--- config.mk ---
export PLATFORM = sky130hd
export DESIGN_NAME = greedy_1d_leader_clustering_core
export DESIGN_NICKNAME = d
export VERILOG_FILES = /design/src/rtl/core/g1lc_pkg.sv /design/src/rtl/core/g1lc_ram.sv /design/src/rtl/core/g1lc_dist.sv /design/src/rtl/core/g1lc_seq.sv /design/src/rtl/core/greedy_1d_leader_clustering_core.sv
export SDC_FILE = /design/constraint.sdc
export NUM_CORES = 2
export LEC_CHECK = 0
export BUFFER_PORTS_ARGS = -buffer_cell sky130_fd_sc_hd__buf_2
export CAP_MARGIN = 5
export CORE_UTILIZATION = 58
export CTS_BUF_LIST = sky130_fd_sc_hd__clkbuf_4 sky130_fd_sc_hd__clkbuf_8
export CTS_CLUSTER_DIAMETER = 120
export DETAILED_ROUTE_END_ITERATION = 7
export PLACE_DENSITY = 0.76
export SETUP_SLACK_MARGIN = 0.3
export SLEW_MARGIN = 20
export SYNTH_ARGS = -nofsm -noshare
export SYNTH_HDL_FRONTEND = slang
export SYNTH_SLANG_ARGS = --single-unit
--- constraint.sdc ---
create_clock -name clk -period 5.9 [get_ports clk]
set_input_delay 0.59 -clock clk [delete_from_list [all_inputs] [get_ports clk]]
set_output_delay 0.59 -clock clk [all_outputs]
set_load 0.02 [all_outputs]
--- src/rtl/core/g1lc_pkg.sv ---
package g1lc_pkg;

	localparam int MAX_POINTS = 64;
	localparam int IDX_W      = $clog2(MAX_POINTS);
	localparam int CNT_W      = $clog2(MAX_POINTS + 1);
	localparam int POS_W      = 32;
	localparam int LBL_W      = 7;
	localparam int LIM_W      = 31;
	localparam int CFG_IDX_W  = 1;
	localparam int CFG_DATA_W = LIM_W;

	localparam logic [LBL_W-1:0]      LBL_UNASSIGNED = {LBL_W{1'b1}};
	localparam logic [LIM_W-1:0]      LIMIT_RESET    = LIM_W'(6554);
	localparam logic [CFG_IDX_W-1:0]  REG_DISTANCE_LIMIT = CFG_IDX_W'(0);
	localparam logic [CFG_IDX_W-1:0]  REG_SEED_ASCENDING = CFG_IDX_W'(1);

	typedef struct packed {
		logic [LIM_W-1:0] distance_limit;
		logic             seed_ascending;
	} cfg_t;

	typedef struct packed {
		logic             valid;
		logic [LBL_W-1:0] label;
		logic             final_beat;
	} emit_t;

endpackage

--- src/rtl/core/g1lc_ram.sv ---
module g1lc_ram #(
	parameter int WIDTH = 8,
	parameter int DEPTH = 64
) (
	input  logic                     clk,
	input  logic                     we,
	input  logic [$clog2(DEPTH)-1:0] waddr,
	input  logic [WIDTH-1:0]         wdata,
	input  logic [$clog2(DEPTH)-1:0] raddr,
	output logic [WIDTH-1:0]         rdata
);

	logic [WIDTH-1:0] mem_q [DEPTH];

	always_ff @(posedge clk) begin
		if (we) begin
			mem_q[waddr] <= wdata;
		end
		rdata <= mem_q[raddr];
	end

endmodule

--- src/rtl/core/g1lc_dist.sv ---
module g1lc_dist (
	input  logic signed [g1lc_pkg::POS_W-1:0] point,
	input  logic signed [g1lc_pkg::POS_W-1:0] seed,
	input  logic        [g1lc_pkg::LIM_W-1:0] limit,
	output logic                              near
);
	import g1lc_pkg::*;

	logic signed [POS_W:0] fwd;
	logic signed [POS_W:0] rev;
	logic        [POS_W:0] mag;

	assign fwd  = {point[POS_W-1], point} - {seed[POS_W-1], seed};
	assign rev  = {seed[POS_W-1], seed} - {point[POS_W-1], point};
	assign mag  = fwd[POS_W] ? unsigned'(rev) : unsigned'(fwd);
	assign near = mag < {{(POS_W + 1 - LIM_W){1'b0}}, limit};

endmodule

--- src/rtl/core/g1lc_seq.sv ---
module g1lc_seq (
	input  logic                              clk,
	input  logic                              arst_n,
	input  logic                              in_valid,
	output logic                              in_ready,
	input  logic signed [g1lc_pkg::POS_W-1:0] position,
	input  logic signed [g1lc_pkg::LBL_W-1:0] preset_label,
	input  logic                              last_point,
	input  g1lc_pkg::cfg_t                    cfg,
	input  logic                              out_free,
	output g1lc_pkg::emit_t                   emit
);
	import g1lc_pkg::*;

	localparam logic [2:0] ST_LOAD     = 3'd0;
	localparam logic [2:0] ST_SEED_RD  = 3'd1;
	localparam logic [2:0] ST_SEED_CHK = 3'd2;
	localparam logic [2:0] ST_SCAN     = 3'd3;
	localparam logic [2:0] ST_EMIT_RD  = 3'd4;
	localparam logic [2:0] ST_EMIT_CAP = 3'd5;

	logic [2:0]              state_q;
	logic [CNT_W-1:0]        point_count_q;
	logic [LBL_W-1:0]        next_tag_q;
	logic [IDX_W-1:0]        seed_index_q;
	logic [IDX_W-1:0]        scan_index_q;
	logic signed [POS_W-1:0] seed_pos_q;

	logic                    store_full;
	logic                    in_beat;
	logic [CNT_W-1:0]        count_inc;
	logic [CNT_W-1:0]        last_idx;
	logic                    asc;

	logic [IDX_W-1:0]        raddr;
	logic                    pos_we;
	logic                    lbl_we;
	logic [IDX_W-1:0]        lbl_waddr;
	logic [LBL_W-1:0]        lbl_wdata;
	logic [POS_W-1:0]        pos_rdata;
	logic [LBL_W-1:0]        lbl_rdata;
	logic                    near;

	logic [IDX_W-1:0]        first_scan;
	logic                    has_scan;
	logic [IDX_W-1:0]        next_scan;
	logic                    scan_last;
	logic                    seed_last;
	logic [IDX_W-1:0]        next_seed;
	logic                    seed_free;
	logic                    emit_last;

	assign asc        = cfg.seed_ascending;
	assign store_full = point_count_q == CNT_W'(MAX_POINTS);
	assign in_ready   = state_q == ST_LOAD;
	assign in_beat    = in_valid && in_ready;
	assign count_inc  = store_full ? point_count_q : point_count_q + CNT_W'(1);
	assign last_idx   = point_count_q - CNT_W'(1);

	assign first_scan = asc ? seed_index_q + IDX_W'(1) : seed_index_q - IDX_W'(1);
	assign has_scan   = asc ? ({1'b0, seed_index_q} != last_idx) : (seed_index_q != '0);
	assign next_scan  = asc ? scan_index_q + IDX_W'(1) : scan_index_q - IDX_W'(1);
	assign scan_last  = asc ? ({1'b0, scan_index_q} == last_idx) : (scan_index_q == '0);
	assign seed_last  = asc ? ({1'b0, seed_index_q} == last_idx) : (seed_index_q == '0);
	assign next_seed  = asc ? seed_index_q + IDX_W'(1) : seed_index_q - IDX_W'(1);
	assign seed_free  = lbl_rdata == LBL_UNASSIGNED;
	assign emit_last  = {1'b0, seed_index_q} == last_idx;

	always_comb begin
		unique case (state_q)
			ST_SEED_CHK: raddr = first_scan;
			ST_SCAN:     raddr = next_scan;
			default:     raddr = seed_index_q;
		endcase
	end

	always_comb begin
		pos_we    = 1'b0;
		lbl_we    = 1'b0;
		lbl_waddr = seed_index_q;
		lbl_wdata = next_tag_q;
		unique case (state_q)
			ST_LOAD: begin
				pos_we    = in_beat && !store_full;
				lbl_we    = in_beat && !store_full;
				lbl_waddr = point_count_q[IDX_W-1:0];
				lbl_wdata = preset_label;
			end
			ST_SEED_CHK: begin
				lbl_we = seed_free;
			end
			ST_SCAN: begin
				lbl_we    = seed_free && near;
				lbl_waddr = scan_index_q;
			end
			default: begin
				lbl_we = 1'b0;
			end
		endcase
	end

	g1lc_ram #(.WIDTH(POS_W), .DEPTH(MAX_POINTS)) u_pos_ram (
		.clk   (clk),
		.we    (pos_we),
		.waddr (point_count_q[IDX_W-1:0]),
		.wdata (position),
		.raddr (raddr),
		.rdata (pos_rdata)
	);

	g1lc_ram #(.WIDTH(LBL_W), .DEPTH(MAX_POINTS)) u_lbl_ram (
		.clk   (clk),
		.we    (lbl_we),
		.waddr (lbl_waddr),
		.wdata (lbl_wdata),
		.raddr (raddr),
		.rdata (lbl_rdata)
	);

	g1lc_dist u_dist (
		.point (signed'(pos_rdata)),
		.seed  (seed_pos_q),
		.limit (cfg.distance_limit),
		.near  (near)
	);

	always_ff @(posedge clk) begin
		if (state_q == ST_SEED_CHK) begin
			seed_pos_q <= signed'(pos_rdata);
		end
	end

	always_ff @(posedge clk or negedge arst_n) begin
		if (!arst_n) begin
			state_q       <= ST_LOAD;
			point_count_q <= '0;
			next_tag_q    <= '0;
			seed_index_q  <= '0;
			scan_index_q  <= '0;
		end else begin
			unique case (state_q)
				ST_LOAD: begin
					if (in_beat) begin
						point_count_q <= count_inc;
						if (last_point) begin
							next_tag_q   <= '0;
							seed_index_q <= asc ? '0 : IDX_W'(count_inc - CNT_W'(1));
							state_q      <= ST_SEED_RD;
						end
					end
				end
				ST_SEED_RD: begin
					state_q <= ST_SEED_CHK;
				end
				ST_SEED_CHK: begin
					if (seed_free && has_scan) begin
						scan_index_q <= first_scan;
						state_q      <= ST_SCAN;
					end else begin
						if (seed_free) begin
							next_tag_q <= next_tag_q + LBL_W'(1);
						end
						if (seed_last) begin
							seed_index_q <= '0;
							state_q      <= ST_EMIT_RD;
						end else begin
							seed_index_q <= next_seed;
							state_q      <= ST_SEED_RD;
						end
					end
				end
				ST_SCAN: begin
					if (scan_last) begin
						next_tag_q <= next_tag_q + LBL_W'(1);
						if (seed_last) begin
							seed_index_q <= '0;
							state_q      <= ST_EMIT_RD;
						end else begin
							seed_index_q <= next_seed;
							state_q      <= ST_SEED_RD;
						end
					end else begin
						scan_index_q <= next_scan;
					end
				end
				ST_EMIT_RD: begin
					state_q <= ST_EMIT_CAP;
				end
				ST_EMIT_CAP: begin
					if (out_free) begin
						if (emit_last) begin
							point_count_q <= '0;
							state_q       <= ST_LOAD;
						end else begin
							seed_index_q <= seed_index_q + IDX_W'(1);
							state_q      <= ST_EMIT_RD;
						end
					end
				end
				default: begin
					state_q <= ST_LOAD;
				end
			endcase
		end
	end

	assign emit.valid      = (state_q == ST_EMIT_CAP) && out_free;
	assign emit.label      = lbl_rdata;
	assign emit.final_beat = emit_last;

`ifndef SYNTHESIS
	a_count_bound: assert property (@(posedge clk) disable iff (!arst_n)
		point_count_q <= CNT_W'(MAX_POINTS))
		else $error("point count beyond store depth");

	a_scan_in_set: assert property (@(posedge clk) disable iff (!arst_n)
		(state_q == ST_SCAN) |-> ({1'b0, scan_index_q} < point_count_q))
		else $error("scan index outside stored set");

	a_tag_bound: assert property (@(posedge clk) disable iff (!arst_n)
		(state_q != ST_LOAD) |-> ({1'b0, next_tag_q} <= {1'b0, point_count_q}))
		else $error("more tags than points");

	a_no_write_emit: assert property (@(posedge clk) disable iff (!arst_n)
		(state_q == ST_EMIT_RD || state_q == ST_EMIT_CAP) |-> !lbl_we && !pos_we)
		else $error("store written while labels are read out");

	a_nonempty_set: assert property (@(posedge clk) disable iff (!arst_n)
		(state_q == ST_LOAD && $past(state_q) == ST_LOAD && in_beat && last_point)
		|=> (point_count_q != '0))
		else $error("clustering started on an empty set");
`endif

endmodule

--- src/rtl/core/greedy_1d_leader_clustering_core.sv ---
// Greedy 1-D leader clustering core.
// Input channel (in_valid/in_ready): one beat per point, carrying a signed
// Q16.16 position, a preset label (-1 = unassigned) and last_point. Up to 64
// points are stored; beats beyond that are dropped. A beat with last_point
// set closes the set and starts clustering; in_ready stays low until every
// label of the set has been handed to the output register.
// Clustering visits each seed (ascending or descending index, per
// seed_ascending), and an unassigned seed then scans the points after it
// in visiting order at one compare per cycle through a single shared
// distance unit.
// Output channel (out_valid/out_ready): one beat per stored point in index
// order, final_label set on the last; each label is read through the
// registered label memory port. Loading of a following set may begin while the final
// beat still waits. When the receiver stalls, the sequencer holds.
// Configuration (cfg_write/cfg_index/cfg_data) is to be written only while idle;
// the core does not enforce this. Index 0 = distance_limit, index 1 = seed_ascending.
// Reset (arst_n low): store empties, distance_limit = 6554, seed_ascending = 1.
module greedy_1d_leader_clustering_core (
	input  logic                                  clk,
	input  logic                                  arst_n,
	input  logic                                  in_valid,
	output logic                                  in_ready,
	input  logic signed [g1lc_pkg::POS_W-1:0]     position,
	input  logic signed [g1lc_pkg::LBL_W-1:0]     preset_label,
	input  logic                                  last_point,
	output logic                                  out_valid,
	input  logic                                  out_ready,
	output logic signed [g1lc_pkg::LBL_W-1:0]     cluster_label,
	output logic                                  final_label,
	input  logic                                  cfg_write,
	input  logic        [g1lc_pkg::CFG_IDX_W-1:0] cfg_index,
	input  logic        [g1lc_pkg::CFG_DATA_W-1:0] cfg_data
);
	import g1lc_pkg::*;

	cfg_t             cfg_q;
	emit_t            emit;
	logic             out_free;
	logic             out_valid_q;
	logic [LBL_W-1:0] cluster_label_q;
	logic             final_label_q;

	always_ff @(posedge clk or negedge arst_n) begin
		if (!arst_n) begin
			cfg_q.distance_limit <= LIMIT_RESET;
			cfg_q.seed_ascending <= 1'b1;
		end else if (cfg_write) begin
			unique case (cfg_index)
				REG_DISTANCE_LIMIT: cfg_q.distance_limit <= cfg_data[LIM_W-1:0];
				REG_SEED_ASCENDING: cfg_q.seed_ascending <= cfg_data[0];
				default: begin
					cfg_q <= cfg_q;
				end
			endcase
		end
	end

	assign out_free = !out_valid_q || out_ready;

	g1lc_seq u_seq (
		.clk          (clk),
		.arst_n       (arst_n),
		.in_valid     (in_valid),
		.in_ready     (in_ready),
		.position     (position),
		.preset_label (preset_label),
		.last_point   (last_point),
		.cfg          (cfg_q),
		.out_free     (out_free),
		.emit         (emit)
	);

	// hold the beat until taken
	always_ff @(posedge clk or negedge arst_n) begin
		if (!arst_n) begin
			out_valid_q <= 1'b0;
		end else if (out_free) begin
			out_valid_q <= emit.valid;
		end
	end

	always_ff @(posedge clk) begin
		if (emit.valid) begin
			cluster_label_q <= emit.label;
			final_label_q   <= emit.final_beat;
		end
	end

	assign out_valid     = out_valid_q;
	assign cluster_label = signed'(cluster_label_q);
	assign final_label   = final_label_q;

endmodule

==> results_dict.tcl <==
set metrics [dict create \
    stdcell_area_mm2 0.1244 \
    antenna_found_initial 35 \
    ys.warnings.count 0 \
    htreeDepth 5 \
    nets 9276 \
    synth_cell_types 87 \
    cp_max_fo 8 \
    grt_usage 0.3118 \
    rows 159 \
    grt_pass1_wl_um 448200 \
    clock_latency_ns 1.12 \
    fin_ws_ns 0.3990 \
    grt_max_degree 129 \
    regToRegEndpoint "u_seq.u_lbl_ram.mem_q[44][3]" \
    worst_pin_slew_ns 1.279 \
    maxSlewViolCount 0 \
    core_mm2 0.1878 \
    max-clock-path-buffers 4 \
    die_x_um 437.0 \
    arrival_ns 6.26 \
    ant_nets 0 \
    top_level_ports 87 \
    r2r_slack_ns 0.40 \
    cts_sinks 2637 \
    path_clk_slew_ns 0.06 \
    max_freq_mhz 181.8 \
    routedWlPerCell_um 25.53 \
    ys_seq_area_frac 0.7151 \
    gp_congestion 0.9465 \
    die_y_um 437.0 \
    rsz0062_at_grt "yes" \
    synth_flop_cell "edfxtp_1" \
    synth_cells 8793 \
    holdPathStages 1 \
    syn_area_mm2 0.1098 \
    fill_cells 13048 \
    drt_pass1_iterations 8 \
    via_per_inst 6.382 \
    crit_path_end_kind "flip-flop" \
    crit_slowest_cell "or3_4" \
    max_stage_delay_ns 0.42 \
    synth_edf_count 2536 \
    reg2regPathDepth 27 \
    hold_start "position[10]" \
    vias 76008 \
    crit_family "buffers and inverters" \
    wl_um 304100 \
    violations "DRC" \
    status "finished with violations" \
    hold_violations 0 \
    initial_core_util 0.5845 \
    multi_input_area_mm2 0.02975 \
    crit_start "u_seq.seed_pos_q[24]" \
    r2r_start "u_seq.seed_pos_q[24]" \
    synth_seq_cells 2637 \
    dp_hpwl_um 175300 \
    cp.required_ns 6.66 \
    drv_cap 0 \
    path_buf_inv 9 \
    seqCellArea_mm2 0.07851 \
    cp-start-kind "flip-flop" \
    placed_area_mm2 0.1146 \
    root_buffer "clkbuf_8" \
    post-route-util 0.6625 \
    port_buffers 86 \
    areaGrowthSynthToFinish_pct 13.35 \
    path_common_cell "buf_4" \
    die_area_mm2 0.1910 \
    drive_gt1_frac 0.1425 \
    syn_avg_cell_area_um2 12.48 \
    syn_nets 8978 \
    clock_skew_ns 0.1175 \
    setup_viol 0 \
    synth-async-reset-ratio 0.02351 \
    preCtsSetupSlack_ns -0.2729 \
    final_cell_mix "nand2_1 (2609), edfxtp_1 (2536), nand3_1 (725)" \
    path_class "reg2reg" \
    worstHoldPathType "in2reg" \
    period_needed_ns 5.501 \
    drc 8 \
    layout.cells.most_common "nand2_1" \
    numCtsBuffers 419 \
    drt_iter0_drc 10889 \
    grt_pass1_vias 72628 \
    hold_end "u_seq.u_pos_ram.mem_q[2][10]" \
    maxSlewHeadroom 0.1450 \
    grt-ovfl-total 0 \
    finalCritPeriodShare 0.9324 \
    tritoncts "built" \
]
[kinds of logic (layout without fill, tap and decap cells)]
family,count (synthesis),count (layout),share of synthesized area
AOI/OAI and AO/OA,1205,1205,0.07989
xor gates and xnor gates,61,61,0.004867
adders and majority gates,108,108,0.01252
buffers and inverters,752,1358,0.02778
DFF,2637,2637,0.7151
muxes,28,28,0.002724
other,0,15,0
and+or+nand+nor,4002,4002,0.1572
[worst max-delay path by stage]
| stage | depth (start not counted) | endpoint | slack [ns] |
|---|---|---|---|
| after floorplan | 23 | u_seq.u_lbl_ram.mem_q[41][0] | 0.43 |
| final | 27 | u_seq.u_lbl_ram.mem_q[44][3] | 0.40 |
| after global routing | 28 | u_seq.u_lbl_ram.mem_q[44][2] | 0.08 |
| after detailed placement | 25 | u_seq.u_lbl_ram.mem_q[34][1] | -0.27 |
| after CTS | 24 | u_seq.u_lbl_ram.mem_q[40][5] | 0.31 |
| after global placement | 24 | u_seq.u_lbl_ram.mem_q[50][2] | -0.11 |
[cells in the mapped netlist, types with 7 or more instances]
master       n  area [µm²]
nand2_1   2613        9808
edfxtp_1  2536       76150
nand3_1    725        3628
a311oi_1   450        3941
clkbuf_1   429        1610
and3_1     305        1908
a21oi_1    232        1161
a31oi_1    157       982.2
nor2_1     137       514.2
inv_1      127       476.7
buf_2      124       620.6
a211oi_1   115       863.3
ha_1       105        1314
nor3_1     103       515.5
o21ai_0     91       455.4
buf_1       56       210.2
dfrtp_1     54        1351
xnor2_1     40       350.3
dfxtp_1     39       780.8
a21o_1      33       247.7
nand4_1     22       137.6
xor2_1      21       183.9
o21bai_1    20       150.1
nand2b_1    17       106.4
mux2_2      15       168.9
mux2i_1     13       130.1
o31ai_1     13       97.59
nor2b_1     12       75.07
and2_1      11       68.82
or3_1       11       68.82
nor3_2       9       90.09
nor4_1       9       56.30
o21ai_1      9       45.04
dfstp_2      8       210.2
a221o_1      7       70.07
buf_4        7       52.55
o211ai_1     7       52.55
o21a_1       7       52.55
[area by class of cell]
type                    count  share of cell area
flip-flops and latches   2637              0.6310
multi-input cells        5404              0.2391
clock buffers             571             0.05617
repair buffers            499             0.03755
well taps                2495             0.02509
clock inverters           158            0.006868
inverters                 130            0.003922
diodes                     15           0.0003017
[per-stage QoR]
stage,TNS (ns),instances,hold slack [ns]
2_1_floorplan,0,8793,0.2944
3_3_place_gp,-24.69,11087,0.4489
3_5_place_dp,-74.54,11088,0.4549
4_1_cts,0,11857,0.01107
5_1_grt,0,11902,0.00007500
6_report,0,11909,0.02010
[flip-flops by register name, summed over array words and instances (netlist names)]
| register | flops |
|---|---|
| u_seq.point_count_q | 7 |
| u_seq.seed_pos_q | 32 |
| u_seq.u_lbl_ram.mem_q | 448 |
| u_seq.state_q | 3 |
| u_seq.u_lbl_ram.rdata | 7 |
| final_label | 1 |
| u_seq.next_tag_q | 7 |
| cfg_q | 32 |
| out_valid | 1 |
| u_seq.seed_index_q | 6 |
| u_seq.u_pos_ram.mem_q | 2048 |
| cluster_label | 7 |
| u_seq.scan_index_q | 6 |
| u_seq.u_pos_ram.rdata | 32 |
[timing repair]
action | 4_1_cts | 5_1_grt
buffers inserted | 5 | 31
resized for setup | 111 | 72
endpoints found under the hold margin | 87 | 28
hold buffers | 35 | 3
cloned | 0 | 1
pin swaps | 7 | 65
setup endpoints to repair | 448 | 448
[layer usage]
layer  wire length [µm]  share of wire  GRT usage
met2             142700           0.47     0.4903
met3              33120           0.11    0.06223
met1             113200           0.37     0.4172
met4              15030          0.049     0.1545
met5                110        0.00036          0
Power is not shown: default switching activity piles up to over one toggle a cycle in this logic, so the estimate is an artifact.
